**config.mk**
```make
export PLATFORM = sky130hd
export DESIGN_NAME = three_wire_handshake_link
export DESIGN_NICKNAME = d
export VERILOG_FILES = /design/src/rtl/core/thwl_pkg.sv /design/src/rtl/core/thwl_cfg_regs.sv /design/src/rtl/core/three_wire_handshake_link.sv
export VERILOG_INCLUDE_DIRS = /design/src /design/src/rtl/core
export SDC_FILE = /design/constraint.sdc
export NUM_CORES = 1
export LEC_CHECK = 0
export ABC_AREA = 1
export BUFFER_PORTS_ARGS = -buffer_cell sky130_fd_sc_hd__buf_2
export CAP_MARGIN = 20
export CELL_PAD_IN_SITES_DETAIL_PLACEMENT = 0
export CELL_PAD_IN_SITES_GLOBAL_PLACEMENT = 1
export CORE_ASPECT_RATIO = 0.6
export CORE_MARGIN = 2
export CORE_UTILIZATION = 39
export CTS_CLUSTER_DIAMETER = 80
export DETAILED_ROUTE_END_ITERATION = 10
export MAX_ROUTING_LAYER = met4
export PLACE_DENSITY = 0.75
export SLEW_MARGIN = 10
export SYNTH_ARGS = -nofsm -noshare
export SYNTH_HDL_FRONTEND = slang
export SYNTH_SLANG_ARGS = --single-unit
```
**constraint.sdc**
```tcl
create_clock -name clk_i -period 3.4 [get_ports clk_i]
set_input_delay 1.02 -clock clk_i [delete_from_list [all_inputs] [get_ports clk_i]]
set_output_delay 1.02 -clock clk_i [all_outputs]
set_load 0.02 [all_outputs]
```
**src/rtl/core/three_wire_handshake_link_defines.svh**
```systemverilog
// Assertion macros for the three-wire handshake link.
// Used by the top level; expects clk_i and rst_ni in scope.
`ifndef THREE_WIRE_HANDSHAKE_LINK_DEFINES_SVH
`define THREE_WIRE_HANDSHAKE_LINK_DEFINES_SVH

// check that holds outside of reset
`define THWL_ASSERT(lbl, prop, msg) \
  lbl: assert property (@(posedge clk_i) disable iff (!rst_ni) prop) else $error(msg);

// check that also holds while reset is applied
`define THWL_ASSERT_ALWAYS(lbl, prop, msg) \
  lbl: assert property (@(posedge clk_i) prop) else $error(msg);

`endif

```
**src/rtl/core/thwl_pkg.sv**
```systemverilog
// Shared types and constants of the three-wire handshake link.
// No dependencies; imported by thwl_cfg_regs and three_wire_handshake_link.
`default_nettype none

package thwl_pkg;

  localparam int unsigned WORD_BITS_DEF = 16;
  localparam int unsigned WAIT_W        = 11;
  localparam int unsigned SETUP_W       = 8;
  localparam int unsigned RETRY_W       = 3;
  localparam int unsigned APB_AW        = 5;
  localparam int unsigned APB_DW        = 32;
  localparam int unsigned PORT_WORD_W   = 16;

  typedef enum logic [3:0] {
    PH_RX_IDLE  = 4'd0,
    PH_RX_SYNC  = 4'd1,
    PH_RX_BLOW  = 4'd2,
    PH_RX_BHIGH = 4'd3,
    PH_RX_AWAIT = 4'd4,
    PH_RX_ASET  = 4'd5,
    PH_RX_ASTB  = 4'd6,
    PH_TX_SET   = 4'd7,
    PH_TX_START = 4'd8,
    PH_TX_SYNC  = 4'd9,
    PH_TX_BSET  = 4'd10,
    PH_TX_BLOW  = 4'd11,
    PH_TX_BHIGH = 4'd12,
    PH_TX_ESET  = 4'd13,
    PH_TX_EWAIT = 4'd14,
    PH_TX_EREL  = 4'd15
  } phase_e;

  typedef enum logic [2:0] {
    REG_TX_START_WAIT   = 3'd0,
    REG_TX_SYNC_WAIT    = 3'd1,
    REG_TX_BIT_WAIT     = 3'd2,
    REG_TX_SYNC_RETRIES = 3'd3,
    REG_RX_STROBE_WAIT  = 3'd4,
    REG_RX_EDGE_WAIT    = 3'd5,
    REG_SETUP_TICKS     = 3'd6,
    REG_UNUSED          = 3'd7
  } reg_idx_e;

  typedef struct packed {
    logic [WAIT_W-1:0]  tx_start_wait;
    logic [WAIT_W-1:0]  tx_sync_wait;
    logic [WAIT_W-1:0]  tx_bit_wait;
    logic [RETRY_W-1:0] tx_sync_retries;
    logic [WAIT_W-1:0]  rx_strobe_wait;
    logic [WAIT_W-1:0]  rx_edge_wait;
    logic [SETUP_W-1:0] setup_ticks;
  } cfg_t;

  localparam logic [WAIT_W-1:0]  TX_START_WAIT_RST   = 11'd1200;
  localparam logic [WAIT_W-1:0]  TX_SYNC_WAIT_RST    = 11'd600;
  localparam logic [WAIT_W-1:0]  TX_BIT_WAIT_RST     = 11'd300;
  localparam logic [RETRY_W-1:0] TX_SYNC_RETRIES_RST = 3'd3;
  localparam logic [WAIT_W-1:0]  RX_STROBE_WAIT_RST  = 11'd620;
  localparam logic [WAIT_W-1:0]  RX_EDGE_WAIT_RST    = 11'd250;
  localparam logic [SETUP_W-1:0] SETUP_TICKS_RST     = 8'd12;

  localparam logic [7:0] KEY_HIGH_BYTE = 8'h55;
  localparam logic [7:0] KEY_LOW_MAX   = 8'h1B;

endpackage

`default_nettype wire

```
**src/rtl/core/thwl_cfg_regs.sv**
```systemverilog
// APB register file holding the link timing configuration.
// Depends on thwl_pkg for the register map and cfg_t.
`default_nettype none

module thwl_cfg_regs import thwl_pkg::*; (
  input  wire logic              clk_i,
  input  wire logic              rst_ni,
  input  wire logic              psel,
  input  wire logic              penable,
  input  wire logic              pwrite,
  input  wire logic [APB_AW-1:0] paddr,
  input  wire logic [APB_DW-1:0] pwdata,
  output logic      [APB_DW-1:0] prdata,
  output logic                   pready,
  output cfg_t                   cfg_o
);

  cfg_t     cfg_q;
  reg_idx_e idx;
  logic     wr_en;

  assign idx    = reg_idx_e'(paddr[APB_AW-1:2]);
  assign wr_en  = psel & penable & pwrite;
  assign pready = 1'b1;
  assign cfg_o  = cfg_q;

  always_ff @(posedge clk_i or negedge rst_ni) begin
    if (!rst_ni) begin
      cfg_q.tx_start_wait   <= TX_START_WAIT_RST;
      cfg_q.tx_sync_wait    <= TX_SYNC_WAIT_RST;
      cfg_q.tx_bit_wait     <= TX_BIT_WAIT_RST;
      cfg_q.tx_sync_retries <= TX_SYNC_RETRIES_RST;
      cfg_q.rx_strobe_wait  <= RX_STROBE_WAIT_RST;
      cfg_q.rx_edge_wait    <= RX_EDGE_WAIT_RST;
      cfg_q.setup_ticks     <= SETUP_TICKS_RST;
    end else if (wr_en) begin
      case (idx)
        REG_TX_START_WAIT:   cfg_q.tx_start_wait   <= pwdata[WAIT_W-1:0];
        REG_TX_SYNC_WAIT:    cfg_q.tx_sync_wait    <= pwdata[WAIT_W-1:0];
        REG_TX_BIT_WAIT:     cfg_q.tx_bit_wait     <= pwdata[WAIT_W-1:0];
        REG_TX_SYNC_RETRIES: cfg_q.tx_sync_retries <= pwdata[RETRY_W-1:0];
        REG_RX_STROBE_WAIT:  cfg_q.rx_strobe_wait  <= pwdata[WAIT_W-1:0];
        REG_RX_EDGE_WAIT:    cfg_q.rx_edge_wait    <= pwdata[WAIT_W-1:0];
        REG_SETUP_TICKS:     cfg_q.setup_ticks     <= pwdata[SETUP_W-1:0];
        default: ;
      endcase
    end
  end

  always_comb begin
    prdata = '0;
    case (idx)
      REG_TX_START_WAIT:   prdata = APB_DW'(cfg_q.tx_start_wait);
      REG_TX_SYNC_WAIT:    prdata = APB_DW'(cfg_q.tx_sync_wait);
      REG_TX_BIT_WAIT:     prdata = APB_DW'(cfg_q.tx_bit_wait);
      REG_TX_SYNC_RETRIES: prdata = APB_DW'(cfg_q.tx_sync_retries);
      REG_RX_STROBE_WAIT:  prdata = APB_DW'(cfg_q.rx_strobe_wait);
      REG_RX_EDGE_WAIT:    prdata = APB_DW'(cfg_q.rx_edge_wait);
      REG_SETUP_TICKS:     prdata = APB_DW'(cfg_q.setup_ticks);
      default:             prdata = '0;
    endcase
  end

endmodule

`default_nettype wire

```
**src/rtl/core/three_wire_handshake_link.sv**
```systemverilog
// A request accepted at one edge has its result valid after that edge.
// Throughput: one request per cycle unless a held result stalls; the phase/counter update
// is a single pass between the state registers and the result register.
// Reset (rst_ni low, async): receive idle, counters and shift words zero,
// no word held, timing registers at their defaults.
`default_nettype none

`include "three_wire_handshake_link_defines.svh"

module three_wire_handshake_link import thwl_pkg::*; #(
  parameter int unsigned WORD_BITS = WORD_BITS_DEF
) (
  input  wire logic                   clk_i,
  input  wire logic                   rst_ni,
  input  wire logic                   psel,
  input  wire logic                   penable,
  input  wire logic                   pwrite,
  input  wire logic [APB_AW-1:0]      paddr,
  input  wire logic [APB_DW-1:0]      pwdata,
  output logic      [APB_DW-1:0]      prdata,
  output logic                        pready,
  input  wire logic                   in_valid_i,
  output logic                        in_ready_o,
  input  wire logic                   data_pin_i,
  input  wire logic                   strobe_pin_i,
  input  wire logic                   ack_pin_i,
  input  wire logic                   send_request_i,
  input  wire logic [PORT_WORD_W-1:0] send_word_i,
  output logic                        out_valid_o,
  input  wire logic                   out_ready_i,
  output logic                        data_drive_o,
  output logic                        data_level_o,
  output logic                        strobe_drive_o,
  output logic                        strobe_level_o,
  output logic                        ack_drive_o,
  output logic                        ack_level_o,
  output logic                        rx_valid_o,
  output logic      [PORT_WORD_W-1:0] rx_word_o,
  output logic                        rx_is_key_o,
  output logic                        tx_done_o,
  output logic                        tx_pending_o
);

  localparam int unsigned BCW = $clog2(WORD_BITS + 1);

  cfg_t cfg;

  thwl_cfg_regs u_cfg (
    .clk_i   (clk_i),
    .rst_ni  (rst_ni),
    .psel    (psel),
    .penable (penable),
    .pwrite  (pwrite),
    .paddr   (paddr),
    .pwdata  (pwdata),
    .prdata  (prdata),
    .pready  (pready),
    .cfg_o   (cfg)
  );

  phase_e                  phase_q, phase_d;
  logic [WAIT_W-1:0]       wait_q, wait_d;
  logic [BCW-1:0]          bit_q, bit_d;
  logic [WORD_BITS-1:0]    rx_shift_q, rx_shift_d;
  logic [WORD_BITS-1:0]    tx_shift_q, tx_shift_d;
  logic [WORD_BITS-1:0]    rx_last_q, rx_last_d;
  logic [PORT_WORD_W-1:0]  tx_saved_q, tx_saved_d;
  logic [RETRY_W-1:0]      retry_q, retry_d;
  logic                    pend_q, pend_d;
  logic                    rxv_q, rxv_d;
  logic                    done_q, done_d;
  logic                    out_valid_q;
  logic                    in_fire;

  logic                    setup_done;
  logic [BCW-1:0]          bit_inc;
  logic [WAIT_W:0]         sync_cnt;

  assign in_ready_o = !out_valid_q || out_ready_i;
  assign in_fire    = in_valid_i && in_ready_o;

  assign setup_done = wait_q >= WAIT_W'(cfg.setup_ticks);
  assign bit_inc    = bit_q + BCW'(1);
  assign sync_cnt   = {1'b0, wait_q} + (WAIT_W+1)'(1);

  // next state for one tick
  always_comb begin
    phase_d    = phase_q;
    wait_d     = wait_q;
    bit_d      = bit_q;
    rx_shift_d = rx_shift_q;
    tx_shift_d = tx_shift_q;
    rx_last_d  = rx_last_q;
    tx_saved_d = tx_saved_q;
    retry_d    = retry_q;
    pend_d     = pend_q;
    rxv_d      = 1'b0;
    done_d     = 1'b0;

    // take a new word in any phase
    if (!pend_q && send_request_i && (send_word_i != '0)) begin
      tx_saved_d = send_word_i;
      pend_d     = 1'b1;
    end

    case (phase_q)
      PH_RX_IDLE: begin
        wait_d = '0;
        if (!data_pin_i) phase_d = PH_RX_SYNC;
        else if (pend_d) phase_d = PH_TX_SET;
      end
      PH_RX_SYNC: begin
        if (data_pin_i || wait_q >= cfg.rx_edge_wait) begin
          phase_d    = PH_RX_BLOW;
          wait_d     = '0;
          bit_d      = '0;
          rx_shift_d = '0;
        end else wait_d = wait_q + WAIT_W'(1);
      end
      PH_RX_BLOW: begin
        if (!strobe_pin_i || wait_q >= cfg.rx_strobe_wait) begin
          rx_shift_d = {rx_shift_q[WORD_BITS-2:0], data_pin_i};
          phase_d    = PH_RX_BHIGH;
          wait_d     = '0;
        end else wait_d = wait_q + WAIT_W'(1);
      end
      PH_RX_BHIGH: begin
        if (strobe_pin_i || wait_q >= cfg.rx_edge_wait) begin
          bit_d  = bit_inc;
          wait_d = '0;
          if (bit_inc >= BCW'(WORD_BITS)) begin
            rx_last_d = rx_shift_q;
            rxv_d     = 1'b1;
            phase_d   = PH_RX_AWAIT;
          end else phase_d = PH_RX_BLOW;
        end else wait_d = wait_q + WAIT_W'(1);
      end
      PH_RX_AWAIT: begin
        if (!ack_pin_i || wait_q >= cfg.rx_edge_wait) begin
          phase_d = PH_RX_ASET;
          wait_d  = '0;
        end else wait_d = wait_q + WAIT_W'(1);
      end
      PH_RX_ASET: begin
        if (setup_done) begin
          phase_d = PH_RX_ASTB;
          wait_d  = '0;
        end else wait_d = wait_q + WAIT_W'(1);
      end
      PH_RX_ASTB: begin
        if (ack_pin_i || wait_q >= cfg.rx_edge_wait) begin
          phase_d = PH_RX_IDLE;
          wait_d  = '0;
        end else wait_d = wait_q + WAIT_W'(1);
      end
      PH_TX_SET: begin
        if (setup_done) begin
          phase_d = PH_TX_START;
          wait_d  = '0;
        end else wait_d = wait_q + WAIT_W'(1);
      end
      PH_TX_START: begin
        if (!ack_pin_i) begin
          phase_d = PH_TX_SYNC;
          wait_d  = '0;
          retry_d = '0;
        end else if (wait_q >= cfg.tx_start_wait) begin
          phase_d = PH_RX_IDLE;
          wait_d  = '0;
        end else wait_d = wait_q + WAIT_W'(1);
      end
      PH_TX_SYNC: begin
        if (ack_pin_i) begin
          phase_d    = PH_TX_BSET;
          wait_d     = '0;
          bit_d      = '0;
          tx_shift_d = WORD_BITS'(tx_saved_d);
        end else if (sync_cnt >= {1'b0, cfg.tx_sync_wait}) begin
          wait_d = '0;
          if (retry_q >= cfg.tx_sync_retries) begin
            phase_d = PH_TX_SET;
            retry_d = '0;
          end else retry_d = retry_q + RETRY_W'(1);
        end else wait_d = wait_q + WAIT_W'(1);
      end
      PH_TX_BSET: begin
        if (setup_done) begin
          phase_d = PH_TX_BLOW;
          wait_d  = '0;
        end else wait_d = wait_q + WAIT_W'(1);
      end
      PH_TX_BLOW: begin
        if (wait_q >= cfg.tx_bit_wait) begin
          phase_d = PH_RX_IDLE;
          wait_d  = '0;
        end else if (!ack_pin_i) phase_d = PH_TX_BHIGH;
        else wait_d = wait_q + WAIT_W'(1);
      end
      PH_TX_BHIGH: begin
        if (wait_q >= cfg.tx_bit_wait) begin
          phase_d = PH_RX_IDLE;
          wait_d  = '0;
        end else if (ack_pin_i) begin
          tx_shift_d = {tx_shift_q[WORD_BITS-2:0], 1'b0};
          bit_d      = bit_inc;
          wait_d     = '0;
          phase_d    = (bit_inc >= BCW'(WORD_BITS)) ? PH_TX_ESET : PH_TX_BSET;
        end else wait_d = wait_q + WAIT_W'(1);
      end
      PH_TX_ESET: begin
        if (setup_done) begin
          phase_d = PH_TX_EWAIT;
          wait_d  = '0;
        end else wait_d = wait_q + WAIT_W'(1);
      end
      PH_TX_EWAIT: begin
        if (!strobe_pin_i) begin
          // data high from the partner is a positive end
          if (data_pin_i) begin
            pend_d = 1'b0;
            done_d = 1'b1;
          end
          phase_d = PH_TX_EREL;
          wait_d  = '0;
        end else if (wait_q >= cfg.tx_start_wait) begin
          phase_d = PH_RX_IDLE;
          wait_d  = '0;
        end else wait_d = wait_q + WAIT_W'(1);
      end
      PH_TX_EREL: begin
        if (setup_done) begin
          phase_d = PH_RX_IDLE;
          wait_d  = '0;
        end else wait_d = wait_q + WAIT_W'(1);
      end
      default: begin
        phase_d = PH_RX_IDLE;
        wait_d  = '0;
      end
    endcase
  end

  always_ff @(posedge clk_i or negedge rst_ni) begin
    if (!rst_ni) begin
      phase_q    <= PH_RX_IDLE;
      wait_q     <= '0;
      bit_q      <= '0;
      rx_shift_q <= '0;
      tx_shift_q <= '0;
      rx_last_q  <= '0;
      tx_saved_q <= '0;
      retry_q    <= '0;
      pend_q     <= 1'b0;
      rxv_q      <= 1'b0;
      done_q     <= 1'b0;
    end else if (in_fire) begin
      phase_q    <= phase_d;
      wait_q     <= wait_d;
      bit_q      <= bit_d;
      rx_shift_q <= rx_shift_d;
      tx_shift_q <= tx_shift_d;
      rx_last_q  <= rx_last_d;
      tx_saved_q <= tx_saved_d;
      retry_q    <= retry_d;
      pend_q     <= pend_d;
      rxv_q      <= rxv_d;
      done_q     <= done_d;
    end
  end

  always_ff @(posedge clk_i or negedge rst_ni) begin
    if (!rst_ni) begin
      out_valid_q <= 1'b0;
    end else if (in_fire) begin
      out_valid_q <= 1'b1;
    end else if (out_ready_i) begin
      out_valid_q <= 1'b0;
    end
  end

  // wire drives follow the phase held after the last tick
  always_comb begin
    data_drive_o   = 1'b0;
    data_level_o   = 1'b0;
    strobe_drive_o = 1'b0;
    strobe_level_o = 1'b0;
    ack_drive_o    = 1'b0;
    ack_level_o    = 1'b0;
    case (phase_q)
      PH_RX_IDLE, PH_RX_BLOW, PH_TX_ESET, PH_TX_EREL: begin
        ack_drive_o = 1'b1;
        ack_level_o = 1'b1;
      end
      PH_RX_SYNC, PH_RX_BHIGH, PH_TX_EWAIT: begin
        ack_drive_o = 1'b1;
      end
      PH_RX_ASET: begin
        data_drive_o = 1'b1;
        data_level_o = 1'b1;
      end
      PH_RX_ASTB: begin
        data_drive_o   = 1'b1;
        data_level_o   = 1'b1;
        strobe_drive_o = 1'b1;
      end
      PH_TX_SET, PH_TX_SYNC: begin
        data_drive_o   = 1'b1;
        data_level_o   = 1'b1;
        strobe_drive_o = 1'b1;
        strobe_level_o = 1'b1;
      end
      PH_TX_START: begin
        data_drive_o   = 1'b1;
        strobe_drive_o = 1'b1;
        strobe_level_o = 1'b1;
      end
      PH_TX_BSET, PH_TX_BHIGH: begin
        data_drive_o   = 1'b1;
        data_level_o   = tx_shift_q[WORD_BITS-1];
        strobe_drive_o = 1'b1;
        strobe_level_o = 1'b1;
      end
      PH_TX_BLOW: begin
        data_drive_o   = 1'b1;
        data_level_o   = tx_shift_q[WORD_BITS-1];
        strobe_drive_o = 1'b1;
      end
      default: ;
    endcase
  end

  assign out_valid_o  = out_valid_q;
  assign rx_valid_o   = rxv_q;
  assign tx_done_o    = done_q;
  assign tx_pending_o = pend_q;
  assign rx_word_o    = PORT_WORD_W'(rx_last_q);
  assign rx_is_key_o  = (rx_word_o[15:8] == KEY_HIGH_BYTE) && (rx_word_o[7:0] <= KEY_LOW_MAX);

  `THWL_ASSERT(a_done_clears_pending, out_valid_q && done_q |-> !pend_q, "tx_done with word still held")
  `THWL_ASSERT(a_rxv_in_await, out_valid_q && rxv_q |-> phase_q == PH_RX_AWAIT, "rx_valid outside ack wait")
  `THWL_ASSERT(a_stall_holds_state, out_valid_q && !out_ready_i |=> $stable(phase_q) && $stable(wait_q), "state moved while result stalled")
  `THWL_ASSERT(a_bit_count_range, bit_q <= BCW'(WORD_BITS), "bit count beyond word length")

endmodule

`default_nettype wire
```
# Word level (Yosys, flattened, before mapping)
# Index checks and enable logic that the tools add are counted.
# op_classes
n_addsub,4
order_cmp,9
eq_ne,44
muxes,79
n_bitwise,2
reduce_logical,44
# op_table
op,n
$mux 11,15
$pmux 11 s12,1
$mux 16,6
$mux 4,22
$pmux 11 s7,1
$pmux 16 s2,2
$pmux 4 s16,1
$ge 11x11->1,4
$eq 4x4->1 const B,8
$ne 2x2->1 const B,16
$mux 5,5
$pmux 5 s4,1
$mux 3,6
$ne 3x3->1 const B,6
$mux 1,17
$eq 4x3->1 const B,4
$reduce_and 16->1,1
$reduce_and 2->1,8
$reduce_bool 16->1,1
$reduce_or 7->1,2
$add 11x1->12 const B,1
$ge 12x11->1,1
$add 11x1->11 const B,1
$ge 11x8->1,1
28 further kinds,51
# word_totals
register_bits,157
inputBits,64
output_inout_bits,61
wordCells,201

# Logic depth before layout (Yosys ltp)
# depth
depth_word,7
depth_mapped,22
mapped_depth_nobuf,22

# By module
# Synthesis repeated with hierarchy kept, for this count alone.
# unflattened
hier_cells,1460
area_unflattened_um2,10476.3
# modules_own_cells
module,n_inst,cells_per_inst,area_each_um2,seq_area_each_um2
three_wire_handshake_link,1,998,6834.1,2277.2
thwl_cfg_regs,1,462,3642.2,1685.4

# Worst setup path after synthesis
# OpenSTA, ideal clock, no wires.
# synth_path
path_type,input to output
startpoint,input paddr[4]
endpoint,output prdata[10]
t_arrival_ps,2205
t_required_ps,2380
slack_ps,175
stages,4
path_buffers,1
path_cell_list,buf_2 > nor3_1 > inv_1 > o21ai_0
# synth_between
elab_chain_len,2
word_cells_on_any_way,8
classes_between,eq/ne: 6; mux: 1; reduce/logical: 1
# synth_lines
element,line_no,text
"start, declared",three_wire_handshake_link.sv:18,"input wire logic [APB_AW-1:0] paddr,"
$eq 3x3->1 (tied with other cells),thwl_cfg_regs.sv:52,case (idx)
$pmux 11 s7 (*),thwl_cfg_regs.sv:52,
"end, declared",three_wire_handshake_link.sv:20,"output logic [APB_DW-1:0] prdata,"
# Every way passes the cells marked *; elsewhere a longest branch is shown, timed or not.

# Worst setup path in the final report
# layout_path
startpoint,input paddr[3]
endpoint,output prdata[1]
# Same word-level chain as after synthesis.

==> metrics.yaml <==
detailed_routing:
  drt_iter0_drc: 909
  drc: 0
  wl_per_cell_um: 16.5
  firstDrtPassIters: 6
  num_vias: 8612
  routed_via_density: 4.94
  ant_nets: 0
  routed_wl_um: 28700
die:
  start_util_pct: 39.4
  die_area_sq_mm: 0.0267
  fp.dieH_um: 127
  row_count: 45
  die_w_um: 210
  core_sq_mm: 0.0251
  io_pins: 125
yosys:
  syn-mean-instance-area_sq_um: 7.51
  netlist_instances: 1315
  synth_fa_ha_area_share_pct: 8.74
  synth.area.mux_share_pct: 1.63
  yosys.area_share.simple_pct: 25.9
  synth_compound_area_share_pct: 12.0
  netlist_area_sq_mm: 0.00988
  async_reset_ff_share_pct: 100
  synth_top_family_by_area: "simple AND/OR/NAND/NOR gates"
  synth_edf_count: 0
  synth.distinct_cells: 51
  seq_area_frac_synth_pct: 40.1
  synth_flop_cell: "dfrtp_1"
  synth_seq_cells: 157
  ys_warn_count: 0
  synth-xor-area-share_pct: 0.798
cells_and_area:
  layout.nets: 1534
  final_cell_mix: "nand2_1, inv_1, dfrtp_1"
  drive_gt1_share_pct: 14.5
  diodes: 0
  fin_area_sq_mm: 0.0112
  final_common_cell: "nand2_1"
  fill_cells: 2532
  layout.cells.non_filler: 1743
  area_growth_syn_to_layout_pct: 13.8
grt:
  grt_pass1_vias: 7678
  grt_use_total_pct: 22.9
  grt_use_met3_pct: 5.09
  met1_usage_pct: 36.7
  grt_overflow_total: 0
  grt_util_met2_pct: 28.0
  grt_pass1_wl_um: 44700
  grt.busiest_layer: "met1"
  antenna_found_initial: 0
  grt_max_degree: 56
setup_path:
  slowest_delay_ns: 0.23
  ff2ff_path_depth: 16
  cp-end-kind: "output port"
  r2r_end: "wait_q[0]$_DFFE_PN0P_"
  startpoint_type: "input port"
  critPathLaunch: "paddr[3]"
  crit_end: "prdata[1]"
  path_max_fanout: 5
  worst-r2r-setup-slack_ns: 0.23
  worst_ep_required_time_ns: 2.38
  crit_type: "input port to output port"
  crit_path_cell_trace: "buf_2 -> inv_1 -> nor3_2 -> inv_1 -> o22ai_1 -> a211oi_1 -> o221ai_1 -> buf_2"
  regToRegStartpoint: "wait_q[0]$_DFFE_PN0P_"
  crit_slowest_cell: "inv_1"
  crit_arrival_ns: 2.26
clocking:
  ctsHoldBuffers: 0
  cts.clk_slew.worst_paths_ns: 0.07
  clkLatencyLatePin_ns: 0.46
  ctsHtreeMaxLevel: 4
  clockBufferDepth: 2
  clock_sinks: 157
  clockRootBuffer: "clkbuf_16"
  cts_made_buffers: 17
  post_cts_buffers: 0
  cts_tree: "yes"
timing:
  grt_setup_unrepaired: "no"
  finalMaxSlewViolations: 0
  max_freq_ghz: 0.305
  finalSetupTns_ns: 0
  max_slew.worst_pin.slew_ns: 0.976
  skew_ns: 0.0124
  timing.final.crit_share_pct: 96.4
  setup_viol: 0
  setup_ws_ns: 0.123
  min_period_ns: 3.28
  finalHoldViolCount: 0
  slew_headroom_pct: 34.8
placement:
  placed_cell_area_sq_mm: 0.0107
  numPortBuffers: 79
  dp.cells: 1711
  globalplace.congestion: 0.908
  dp_hpwl_um: 21900
  pre_cts_ws_ns: 0.173
power_and_ir_drop:
  total_power_uw: 6890
  power_density_mw_per_mm2: 612
  ir_drop_mv: 0.331
  p_leak_uw: 0.00594
min_path:
  hp-class: "register to register"
status:
  outcome: "complete, no violations"
flow_run:
  drv_cap: 0
[sequential cells by signal, summed over array words and instances (netlist names)]
| register | cells |
|---|---|
| u_cfg.cfg_o | 66 |
| rx_shift_q | 16 |
| rx_word_o | 16 |
| tx_saved_q | 16 |
| tx_shift_q | 16 |
| wait_q | 11 |
| bit_q | 5 |
| phase_q | 4 |
| retry_q | 3 |
| out_valid_o | 1 |
| rx_valid_o | 1 |
| tx_done_o | 1 |
| tx_pending_o | 1 |
[power breakdown]
| group | switching, uW | total, uW | internal, uW |
|---|---|---|---|
| Combinational | 1640 | 2410 | 771 |
| Sequential | 253 | 2550 | 2290 |
| Clock | 899 | 1930 | 1030 |
[cell type report]
class	instances	area, sq um	share of cell area (%)
Sequential cell	157	3960	35.3
Clock buffer	17	425	3.78
Clock inverter	15	151	1.35
Inverter	191	721	6.41
Tap cell	329	412	3.66
Multi-Input combinational cell	931	4940	43.9
Timing Repair Buffer	103	632	5.62
[how the worst min path moves through the flow]
stage	start	cells after the start	end
after global routing	rx_shift_q[9]$_DFFE_PN0P_	2	rx_shift_q[9]$_DFFE_PN0P_
final	rx_shift_q[5]$_DFFE_PN0P_	2	rx_shift_q[5]$_DFFE_PN0P_
after floorplan	rx_shift_q[15]$_DFFE_PN0P_	2	rx_shift_q[15]$_DFFE_PN0P_
after CTS	rx_shift_q[2]$_DFFE_PN0P_	2	rx_shift_q[2]$_DFFE_PN0P_
after global placement	rx_shift_q[10]$_DFFE_PN0P_	2	rx_shift_q[10]$_DFFE_PN0P_
after detailed placement	rx_shift_q[5]$_DFFE_PN0P_	2	rx_shift_q[5]$_DFFE_PN0P_
[synth_stat cells (2+ instances only)]
cell type    n  area share (%)
o21ai_1     27             1.4
nand2_1    378              14
mux2i_1     15             1.5
conb_1       2           0.076
nand2_4      5            0.57
nand4_1     15            0.95
a21oi_1     27             1.4
ha_1        69             8.7
nor4_1       2            0.13
inv_2       10            0.38
clkbuf_1    18            0.68
o21bai_1     4            0.30
nor2_4       6            0.68
nand3_1     49             2.5
a22o_1       2            0.18
nor2_1     121             4.6
inv_1      179             6.8
a211oi_1     3            0.23
o221ai_1     7            0.62
o211ai_1    15             1.1
or2_2        5            0.32
nor2_2       2            0.13
xor2_1       8            0.71
nor3_1      11            0.56
o21ai_0     94             4.8
a221oi_1     5            0.44
dfstp_2     27             7.2
buf_6        3            0.34
o22ai_1     18             1.1
nand3_2      2            0.20
buf_2       11            0.56
nand2_2      5            0.32
buf_4       23             1.7
dfrtp_1    130              33
[worst max-delay path: cells and delay by family]
family,cells,cell delay (ns)
AOI/OAI and AO/OA,3,0.52
buffers and inverters,4,0.65
and+or+nand+nor,1,0.06
[per-stage QoR]
step / hold WS [ns] / util [%]
after floorplan: 0.438 / -
after global placement: 0.453 / 42.5
after detailed placement: 0.459 / 42.5
after CTS: 0.476 / 44.8
after global routing: 0.496 / 44.8
final: 0.471 / 44.8
[cells by family after synthesis]
family          after synthesis
buf+inv                     247
other cells                   2
compound gates              208
fa+ha+maj                    69
mux                          16
simple gates                607
flops                       157
xor+xnor                      9
[per-layer routing]
| metal | wire (um) | vias up |
|---|---|---|
| met3 | 2040 | 18 |
| met1 | 15900 | 3999 |
| li1 | - | 4362 |
| met2 | 10500 | 233 |
| met4 | 243 | 0 |
| met5 | 0 | - |
[what timing repair did]
action	in CTS	in global routing
endpoints found under the setup margin	0	1
gates resized for setup	0	1
endpoints found under the hold margin	0	0
Power figures use the tool's default switching activity.
